===== src/rtl/core/iba_pkg.sv =====
// shared types, constants and the sequencer program of the inode bitmap allocator
`timescale 1ns / 1ps

package iba_pkg;

    // field widths and map organization
    localparam int NUM_W        = 13;
    localparam int WORD_BITS    = 64;
    localparam int BIT_IDX_W    = 6;
    localparam int MAP_BITS_DEF = 4096;

    // result status codes
    localparam logic [1:0] ST_OK   = 2'd0;
    localparam logic [1:0] ST_FULL = 2'd1;
    localparam logic [1:0] ST_BAD  = 2'd2;

    // request opcodes
    localparam logic OP_ALLOC   = 1'b0;
    localparam logic OP_RELEASE = 1'b1;

    // program step addresses
    typedef logic [3:0] step_t;
    localparam step_t STEP_CLR       = 4'd0;
    localparam step_t STEP_IDLE      = 4'd1;
    localparam step_t STEP_DISPATCH  = 4'd2;
    localparam step_t STEP_READ      = 4'd3;
    localparam step_t STEP_TEST      = 4'd4;
    localparam step_t STEP_NEXT      = 4'd5;
    localparam step_t STEP_FULL      = 4'd6;
    localparam step_t STEP_GRANT     = 4'd7;
    localparam step_t STEP_REL_CHECK = 4'd8;
    localparam step_t STEP_REL_CLEAR = 4'd9;
    localparam step_t STEP_REL_BAD   = 4'd10;

    // jump conditions
    typedef enum logic [3:0] {
        COND_NEVER     = 4'd0,
        COND_ALWAYS    = 4'd1,
        COND_ACCEPT    = 4'd2,
        COND_LAST_WORD = 4'd3,
        COND_OP_REL    = 4'd4,
        COND_HIT       = 4'd5,
        COND_MORE      = 4'd6,
        COND_BAD       = 4'd7,
        COND_OUT_FREE  = 4'd8
    } cond_t;

    // word address operations
    typedef enum logic [1:0] {
        ADDR_HOLD = 2'd0,
        ADDR_INC  = 2'd1,
        ADDR_LOAD = 2'd2
    } addr_op_t;

    // map write operations
    typedef enum logic [1:0] {
        WR_NONE  = 2'd0,
        WR_ZERO  = 2'd1,
        WR_SET   = 2'd2,
        WR_CLEAR = 2'd3
    } wr_op_t;

    // result register loads
    typedef enum logic [2:0] {
        OUT_NONE  = 3'd0,
        OUT_FULL  = 3'd1,
        OUT_GRANT = 3'd2,
        OUT_OK    = 3'd3,
        OUT_BAD   = 3'd4
    } out_op_t;

    // one control word
    typedef struct packed {
        step_t    target;
        cond_t    cond;
        logic     stay;
        logic     in_ready;
        addr_op_t addr_op;
        wr_op_t   wr_op;
        logic     hit_load;
        out_op_t  out_op;
    } ctrl_word_t;

    // program rom: taken condition jumps to target, else stay or step on
    function automatic ctrl_word_t ctrl_rom(input step_t pc);
        ctrl_word_t cw;
        cw = '{target: STEP_IDLE, cond: COND_ALWAYS, stay: 1'b0, in_ready: 1'b0,
               addr_op: ADDR_HOLD, wr_op: WR_NONE, hit_load: 1'b0, out_op: OUT_NONE};
        case (pc)
            STEP_CLR:
            begin
                cw.cond    = COND_LAST_WORD;
                cw.stay    = 1'b1;
                cw.addr_op = ADDR_INC;
                cw.wr_op   = WR_ZERO;
            end
            STEP_IDLE:
            begin
                cw.target   = STEP_DISPATCH;
                cw.cond     = COND_ACCEPT;
                cw.stay     = 1'b1;
                cw.in_ready = 1'b1;
                cw.addr_op  = ADDR_LOAD;
            end
            STEP_DISPATCH:
            begin
                cw.target = STEP_REL_CHECK;
                cw.cond   = COND_OP_REL;
            end
            STEP_READ:
            begin
                cw.cond = COND_NEVER;
            end
            STEP_TEST:
            begin
                cw.target   = STEP_GRANT;
                cw.cond     = COND_HIT;
                cw.hit_load = 1'b1;
            end
            STEP_NEXT:
            begin
                cw.target  = STEP_READ;
                cw.cond    = COND_MORE;
                cw.addr_op = ADDR_INC;
            end
            STEP_FULL:
            begin
                cw.cond   = COND_OUT_FREE;
                cw.stay   = 1'b1;
                cw.out_op = OUT_FULL;
            end
            STEP_GRANT:
            begin
                cw.cond   = COND_OUT_FREE;
                cw.stay   = 1'b1;
                cw.wr_op  = WR_SET;
                cw.out_op = OUT_GRANT;
            end
            STEP_REL_CHECK:
            begin
                cw.target = STEP_REL_BAD;
                cw.cond   = COND_BAD;
            end
            STEP_REL_CLEAR:
            begin
                cw.cond   = COND_OUT_FREE;
                cw.stay   = 1'b1;
                cw.wr_op  = WR_CLEAR;
                cw.out_op = OUT_OK;
            end
            STEP_REL_BAD:
            begin
                cw.cond   = COND_OUT_FREE;
                cw.stay   = 1'b1;
                cw.out_op = OUT_BAD;
            end
            default:
            begin
                cw.cond = COND_ALWAYS;
            end
        endcase
        return cw;
    endfunction

endpackage


===== src/rtl/core/inode_bitmap_allocator.sv =====
// top level of the inode bitmap allocator: microcoded sequencer over a word-wide used map
`timescale 1ns / 1ps

// First-fit inode slot allocator. The used map is kept in a single-port memory of
// 64-bit words (ceil(MAP_BITS/64) words), one bit per slot, slot k being number k+1.
// After reset a clearing pass writes one word a cycle over all of these words,
// during which s_tready stays low; cfg writes are taken at any time. One request
// is worked at a time. An allocate reads the map word by word through the memory
// port, in the steps read, test and next for each word, up to the word that holds
// a free slot or the last word under the limit. A finished result sits in the
// output register, and the next request is accepted while it waits. Effective
// limit is min(slot_limit, MAP_BITS).
module inode_bitmap_allocator #(
    parameter int MAP_BITS = iba_pkg::MAP_BITS_DEF
) (
    input  logic                     clk,
    input  logic                     rst_n,
    // slot_limit register
    input  logic                     cfg_wr_en,
    input  logic [iba_pkg::NUM_W-1:0] cfg_wr_data,
    // request channel
    input  logic                     s_tvalid,
    output logic                     s_tready,
    input  logic [15:0]              s_tdata,   // [12:0] slot_number, [15:13] zero
    input  logic                     s_tuser,   // [0] opcode
    // result channel
    output logic                     m_tvalid,
    input  logic                     m_tready,
    output logic [15:0]              m_tdata,   // [12:0] granted_number, [15:13] zero
    output logic [1:0]               m_tuser    // [1:0] status
);

    localparam int NUM_W     = iba_pkg::NUM_W;
    localparam int WB        = iba_pkg::WORD_BITS;
    localparam int BIW       = iba_pkg::BIT_IDX_W;
    localparam int MAP_WORDS = (MAP_BITS + WB - 1) / WB;
    localparam int ADDR_W    = (MAP_WORDS > 1) ? $clog2(MAP_WORDS) : 1;
    localparam int LIM_W     = ($clog2(MAP_BITS + 1) > NUM_W) ? $clog2(MAP_BITS + 1) : NUM_W;
    localparam int NW        = LIM_W + 2;
    localparam logic [LIM_W-1:0] MAP_LIM = LIM_W'(MAP_BITS);
    localparam logic [ADDR_W-1:0] LAST_WORD = ADDR_W'(MAP_WORDS - 1);

    // sequencer and datapath registers
    iba_pkg::step_t         pc_reg, pc_next;
    logic [ADDR_W-1:0]      addr_reg, addr_next;
    logic [NUM_W-1:0]       slot_limit_reg;
    logic                   op_reg;
    logic [NUM_W-1:0]       num_reg;
    logic [BIW-1:0]         hit_idx_reg;
    logic [WB-1:0]          rdata_reg;
    logic                   m_valid_reg, m_valid_next;
    logic [1:0]             status_reg;
    logic [NUM_W-1:0]       granted_reg;

    logic [WB-1:0]          map_mem [MAP_WORDS];

    iba_pkg::ctrl_word_t    cw;
    logic                   in_fire;
    logic                   out_free;
    logic                   out_load;
    logic                   cond_true;
    logic [LIM_W-1:0]       lim;
    logic [NW-1:0]          base;
    logic [NW-1:0]          lim_n;
    logic [NW-1:0]          rem_full;
    logic [BIW:0]           rem_sat;
    logic [WB-1:0]          lim_mask;
    logic [WB-1:0]          free_bits;
    logic                   word_hit;
    logic [BIW-1:0]         hit_idx;
    logic [NUM_W-1:0]       req_num;
    logic [NUM_W-1:0]       slot_m1;
    logic [NW-1:0]          rel_word;
    logic [NUM_W-1:0]       num_m1;
    logic [WB-1:0]          wdata;
    logic                   mem_we;
    logic [NW-1:0]          grant_sum;

    // current control word
    assign cw       = iba_pkg::ctrl_rom(pc_reg);
    assign s_tready = cw.in_ready;
    assign in_fire  = s_tvalid & cw.in_ready;
    assign out_free = ~m_valid_reg | m_tready;
    assign out_load = (cw.out_op != iba_pkg::OUT_NONE) & out_free;

    // effective limit and current word base
    assign lim   = (LIM_W'(slot_limit_reg) > MAP_LIM) ? MAP_LIM : LIM_W'(slot_limit_reg);
    assign lim_n = NW'(lim);
    assign base  = NW'({addr_reg, {BIW{1'b0}}});

    // slots of the current word that lie under the limit
    assign rem_full = lim_n - base;
    always_comb
    begin
        if (lim_n <= base)
            rem_sat = '0;
        else if (rem_full >= NW'(WB))
            rem_sat = (BIW+1)'(WB);
        else
            rem_sat = rem_full[BIW:0];
        for (int i = 0; i < WB; i++)
            lim_mask[i] = ((BIW+1)'(i) < rem_sat);
    end

    // first free slot in the word
    assign free_bits = ~rdata_reg & lim_mask;
    assign word_hit  = |free_bits;
    always_comb
    begin
        hit_idx = '0;
        for (int i = WB - 1; i >= 0; i--)
            if (free_bits[i])
                hit_idx = BIW'(i);
    end

    // word of a released slot
    assign req_num  = s_tdata[NUM_W-1:0];
    assign slot_m1  = req_num - NUM_W'(1);
    assign rel_word = NW'(slot_m1) >> BIW;
    assign num_m1   = num_reg - NUM_W'(1);

    // jump condition
    always_comb
    begin
        case (cw.cond)
            iba_pkg::COND_NEVER:     cond_true = 1'b0;
            iba_pkg::COND_ALWAYS:    cond_true = 1'b1;
            iba_pkg::COND_ACCEPT:    cond_true = in_fire;
            iba_pkg::COND_LAST_WORD: cond_true = (addr_reg == LAST_WORD);
            iba_pkg::COND_OP_REL:    cond_true = (op_reg == iba_pkg::OP_RELEASE);
            iba_pkg::COND_HIT:       cond_true = word_hit;
            iba_pkg::COND_MORE:      cond_true = ((base + NW'(WB)) < lim_n);
            iba_pkg::COND_BAD:       cond_true = (num_reg == '0) || (NW'(num_reg) > lim_n);
            iba_pkg::COND_OUT_FREE:  cond_true = out_free;
            default:                 cond_true = 1'b0;
        endcase
    end

    // step counter and word address
    always_comb
    begin
        if (cond_true)
            pc_next = cw.target;
        else if (cw.stay)
            pc_next = pc_reg;
        else
            pc_next = pc_reg + iba_pkg::step_t'(1);

        case (cw.addr_op)
            iba_pkg::ADDR_INC:  addr_next = addr_reg + ADDR_W'(1);
            iba_pkg::ADDR_LOAD: addr_next = in_fire
                                          ? ((s_tuser == iba_pkg::OP_RELEASE)
                                             ? rel_word[ADDR_W-1:0] : '0)
                                          : addr_reg;
            default:            addr_next = addr_reg;
        endcase
    end

    // map write data
    always_comb
    begin
        mem_we = 1'b1;
        case (cw.wr_op)
            iba_pkg::WR_ZERO:  wdata = '0;
            iba_pkg::WR_SET:   wdata = rdata_reg | (WB'(1) << hit_idx_reg);
            iba_pkg::WR_CLEAR: wdata = rdata_reg & ~(WB'(1) << num_m1[BIW-1:0]);
            default:
            begin
                wdata  = rdata_reg;
                mem_we = 1'b0;
            end
        endcase
    end

    // result register control
    always_comb
    begin
        if (out_load)
            m_valid_next = 1'b1;
        else if (m_tready)
            m_valid_next = 1'b0;
        else
            m_valid_next = m_valid_reg;
    end

    assign grant_sum = base + NW'(hit_idx_reg) + NW'(1);

    // control registers
    always_ff @(posedge clk or negedge rst_n)
    begin
        if (!rst_n)
        begin
            pc_reg         <= iba_pkg::STEP_CLR;
            addr_reg       <= '0;
            slot_limit_reg <= '0;
            m_valid_reg    <= 1'b0;
        end
        else
        begin
            pc_reg      <= pc_next;
            addr_reg    <= addr_next;
            m_valid_reg <= m_valid_next;
            if (cfg_wr_en)
                slot_limit_reg <= cfg_wr_data;
        end
    end

    // request capture, hit index and result payload
    always_ff @(posedge clk)
    begin
        if (in_fire)
        begin
            op_reg  <= s_tuser;
            num_reg <= req_num;
        end
        if (cw.hit_load)
            hit_idx_reg <= hit_idx;
        if (out_load)
        begin
            case (cw.out_op)
                iba_pkg::OUT_FULL:
                begin
                    status_reg  <= iba_pkg::ST_FULL;
                    granted_reg <= '0;
                end
                iba_pkg::OUT_GRANT:
                begin
                    status_reg  <= iba_pkg::ST_OK;
                    granted_reg <= grant_sum[NUM_W-1:0];
                end
                iba_pkg::OUT_BAD:
                begin
                    status_reg  <= iba_pkg::ST_BAD;
                    granted_reg <= '0;
                end
                default:
                begin
                    status_reg  <= iba_pkg::ST_OK;
                    granted_reg <= '0;
                end
            endcase
        end
    end

    // used map memory
    always_ff @(posedge clk)
    begin
        if (mem_we)
            map_mem[addr_reg] <= wdata;
        rdata_reg <= map_mem[addr_reg];
    end

    // result channel
    assign m_tvalid = m_valid_reg;
    assign m_tdata  = {{(16 - NUM_W){1'b0}}, granted_reg};
    assign m_tuser  = status_reg;

endmodule


===== config.mk =====
export PLATFORM = sky130hd
export DESIGN_NAME = inode_bitmap_allocator
export DESIGN_NICKNAME = d
export VERILOG_FILES = /design/src/rtl/core/iba_pkg.sv /design/src/rtl/core/inode_bitmap_allocator.sv
export SDC_FILE = /design/constraint.sdc
export NUM_CORES = 2
export LEC_CHECK = 0
export BUFFER_PORTS_ARGS = -buffer_cell sky130_fd_sc_hd__buf_4
export CAP_MARGIN = 5
export CORE_UTILIZATION = 25
export CTS_CLUSTER_DIAMETER = 120
export DETAILED_ROUTE_END_ITERATION = 8
export PLACE_DENSITY_LB_ADDON = 0.12
export SLEW_MARGIN = 25
export SYNTH_ARGS = -nofsm -noshare
export SYNTH_HDL_FRONTEND = slang
export SYNTH_SLANG_ARGS = --single-unit

===== constraint.sdc =====
create_clock -name clk -period 5.1 [get_ports clk]
set_input_delay 0.255 -clock clk [delete_from_list [all_inputs] [get_ports clk]]
set_output_delay 0.255 -clock clk [all_outputs]
set_load 0.005 [all_outputs]

==> flow_metrics.py <==
metrics = {
    "critical_path": {
        "cp.depth": 17,
        "path_delay_family": "compound AO/OA/AOI/OAI gates",
        "critical_path.max_stage_delay_ps": 610,
        "start_kind": "register",
        "required_ps": 6040,
        "cpMostUsedCell": "inv_1",
        "crit_chain": "inv_1 > buf_4 > nand2_1 > inv_1 > ha_1 > and2_1 > o21ai_1 > nand3_1 > a211o_2 > a211oi_4 > buf_12 > a21oi_1 > o31ai_1 > a41oi_1 > or4_1 > o31a_1 > a21o_1",
        "slowest_stage": "or4_1",
        "critPathBufInv": 4,
        "path_class": "register to register",
        "crit_fanout": 24,
        "reg2reg_depth": 17,
        "worstPathArrival_ps": 5820,
        "endpoint_kind": "register",
    },
    "timing": {
        "tightestPinTransition_ps": 1135,
        "fmax_ghz": 0.2049,
        "tns_ps": 0,
        "drv_slew": 0,
        "hold_viol_final": 0,
        "final.min_clock_period_ps": 4880,
        "setup_viol": 0,
        "rsz0062_at_grt": "no",
        "min_period_over_period_pct": 95.69,
        "relSlewSlack_pct": 24.36,
        "skew_ps": 72.73,
    },
    "pwr": {
        "leakage_nw": 55.69,
        "irDropWorstVdd_mv": 0.6087,
        "finalPower_mw": 110.7,
        "powerDensity_nw_per_um2": 591.0,
    },
    "drt": {
        "post_drt_via_cell_ratio": 5.247,
        "vias": 93080,
        "wl_um": 659400,
        "route.detailed.drc": 0,
        "wl_per_cell_um": 37.17,
        "drt_iter0_drc": 10930,
        "antenna_left": 0,
        "drtPass1Iterations": 5,
    },
    "synthesis": {
        "yosys_warnings": 0,
        "synth.distinct_cells": 87,
        "synth_edf_count": 4131,
        "syn-cell-area_um2": 154900,
        "yosysMostFrequentCell": "edfxtp_1",
        "syn_avg_cell_area_um2": 17.98,
        "synth_area_leader_cell": "edfxtp_1",
        "synthTopCellsByCount": "4131 x edfxtp_1, 2054 x a22oi_1, 516 x clkbuf_1, 387 x a41oi_1, 310 x a21oi_1",
        "async_reset_ff_share_pct": 0.5689,
        "netlist_top_cells_area": "edfxtp_1 80%, a22oi_1 10%, a41oi_1 2.2%, clkbuf_1 1.3%, a21oi_1 1.0%",
        "synth_cells": 8615,
        "seq_area_frac_synth_pct": 81.28,
        "synth_top_area_share_pct": 80.06,
        "synth_ff_type": "edfxtp_1",
        "synth_seq_cells": 4219,
    },
    "global_route": {
        "use_met1_pct": 28.88,
        "gr-total-overflow": 0,
        "use_met3_pct": 2.620,
        "grt_pass1_wl_um": 871000,
        "antenna_found_initial": 63,
        "grt_pass1_vias": 91810,
        "grt_use_total_pct": 20.40,
        "grt_use_met2_pct": 33.68,
        "gr-max-usage-layer": "met2",
        "grt_start_max_net_pins": 72,
    },
    "place": {
        "port_buffers": 48,
        "dp_hpwl_um": 376000,
        "gp_congestion": 0.8337,
    },
    "status": {
        "status": "completed",
    },
    "flow_run": {
        "max_cap_viol_count": 0,
    },
    "finish": {
        "fillCellCount": 60130,
        "drive_gt1_share_pct": 15.63,
        "largest_reg_flops": 4096,
        "syn_to_final_growth_pct": 20.90,
        "fin_util_pct": 30.40,
        "nNetsFinal": 9311,
    },
    "clock_network": {
        "cts_tree": "yes",
        "post_cts_buffers": 0,
        "htree_levels": 5,
        "cts_buffers": 450,
        "clk_pin_slew_ps": 60,
        "root_buffer": "clkbuf_16",
        "clockBufferDepth": 4,
        "worstSkewPairLatency_ps": 1050,
        "cts.sinks": 4219,
    },
    "die": {
        "initial_core_util_pct": 25.14,
        "rows": 288,
        "dieArea_um2": 622900,
        "io_pins": 55,
        "core_um2": 616200,
        "die_h_um": 789.2,
        "die_x_um": 789.2,
    },
    "worst_hold_path": {
        "min_path_cells": 4,
        "hold_path.class": "primary input to register",
    },
}
## worst paths after layout
path	startpoint	endpoint	slack, ps
setup / recovery	slot_limit_reg[12]	pc_reg[0]	220
hold / removal	m_tready	m_tvalid	110
setup reg to reg	slot_limit_reg[12]	pc_reg[0]	220
hold reg to reg	map_mem[37][23]	rdata_reg[23]	620
max in group asynchronous	rst_n	addr_reg[3]	4680
min in group asynchronous	rst_n	pc_reg[2]	230
## layer usage
metal  part of all wire (%)  routed length [µm]
met4                    2.1               13790
met3                    5.8               38410
met2                     48              313400
met1                     45              293800
met5                 0.0039                  26
## what timing repair did
item	4_1_cts	5_1_grt
hold buffers	73	0
setup endpoints to repair	0	5
resized for setup	0	10
endpoints found under the hold margin	87	0
## worst reg2reg max path: cells and delay by family, from the launching register on
family	cells	cell delay (ps)
compound gates	8	2440
fa+ha+maj	1	270
buf+inv	4	580
flops	1	360
simple gates	4	1130
## layout by cell type (no fill, tap or decap), types with 88 or more instances in the layout
| cell type | n |
|---|---|
| edfxtp_1 | 4131 |
| a22oi_1 | 2054 |
| clkbuf_16 | 460 |
| buf_4 | 455 |
| a41oi_1 | 387 |
| a21oi_1 | 245 |
| buf_12 | 215 |
| nand4_1 | 136 |
| clkbuf_1 | 106 |
| nand3_1 | 104 |
| o21ai_0 | 101 |
| clkinv_1 | 92 |
| nand2_1 | 88 |
## where the power goes
part	internal, mW	switching [mW]
clock network	18.5	14.1
registers	45.2	1.03
logic	7.59	24.3
## metrics by stage
stage	worst slack (ps)	hold slack (ps)	instance area, µm²	cells
finish	219.9	111.8	187300	17740
global route	2.327	87.82	187300	17730
CTS	162.1	2.146	187300	17730
detailed placement	203.4	196.0	172100	16830
global placement	22.43	192.6	172000	16830
floorplan	-210.9	-40.59	155000	8617
## cells by family after synthesis
| logic type | count (synthesis) | share of synthesized area (%) |
|---|---|---|
| other cells | 1 | 0.002420 |
| compound gates | 3030 | 14.39 |
| buf+inv | 618 | 1.521 |
| simple gates | 674 | 2.274 |
| fa+ha+maj | 39 | 0.3198 |
| mux | 14 | 0.1001 |
| xor+xnor | 20 | 0.1131 |
| flops | 4219 | 81.28 |
## final cells by class
class / instances / area, µm² / area share (%)
clock buffers: 577 / 12060 / 6.438
well taps: 8120 / 10160 / 5.424
multi-input cells: 3780 / 28110 / 15.01
flip-flops and latches: 4219 / 125900 / 67.23
inverters: 42 / 157.7 / 0.08416
clock inverters: 246 / 2394 / 1.278
repair buffers: 744 / 8479 / 4.527
diodes: 11 / 27.53 / 0.01469
No activity file was read; power rests on OpenSTA's default activity.
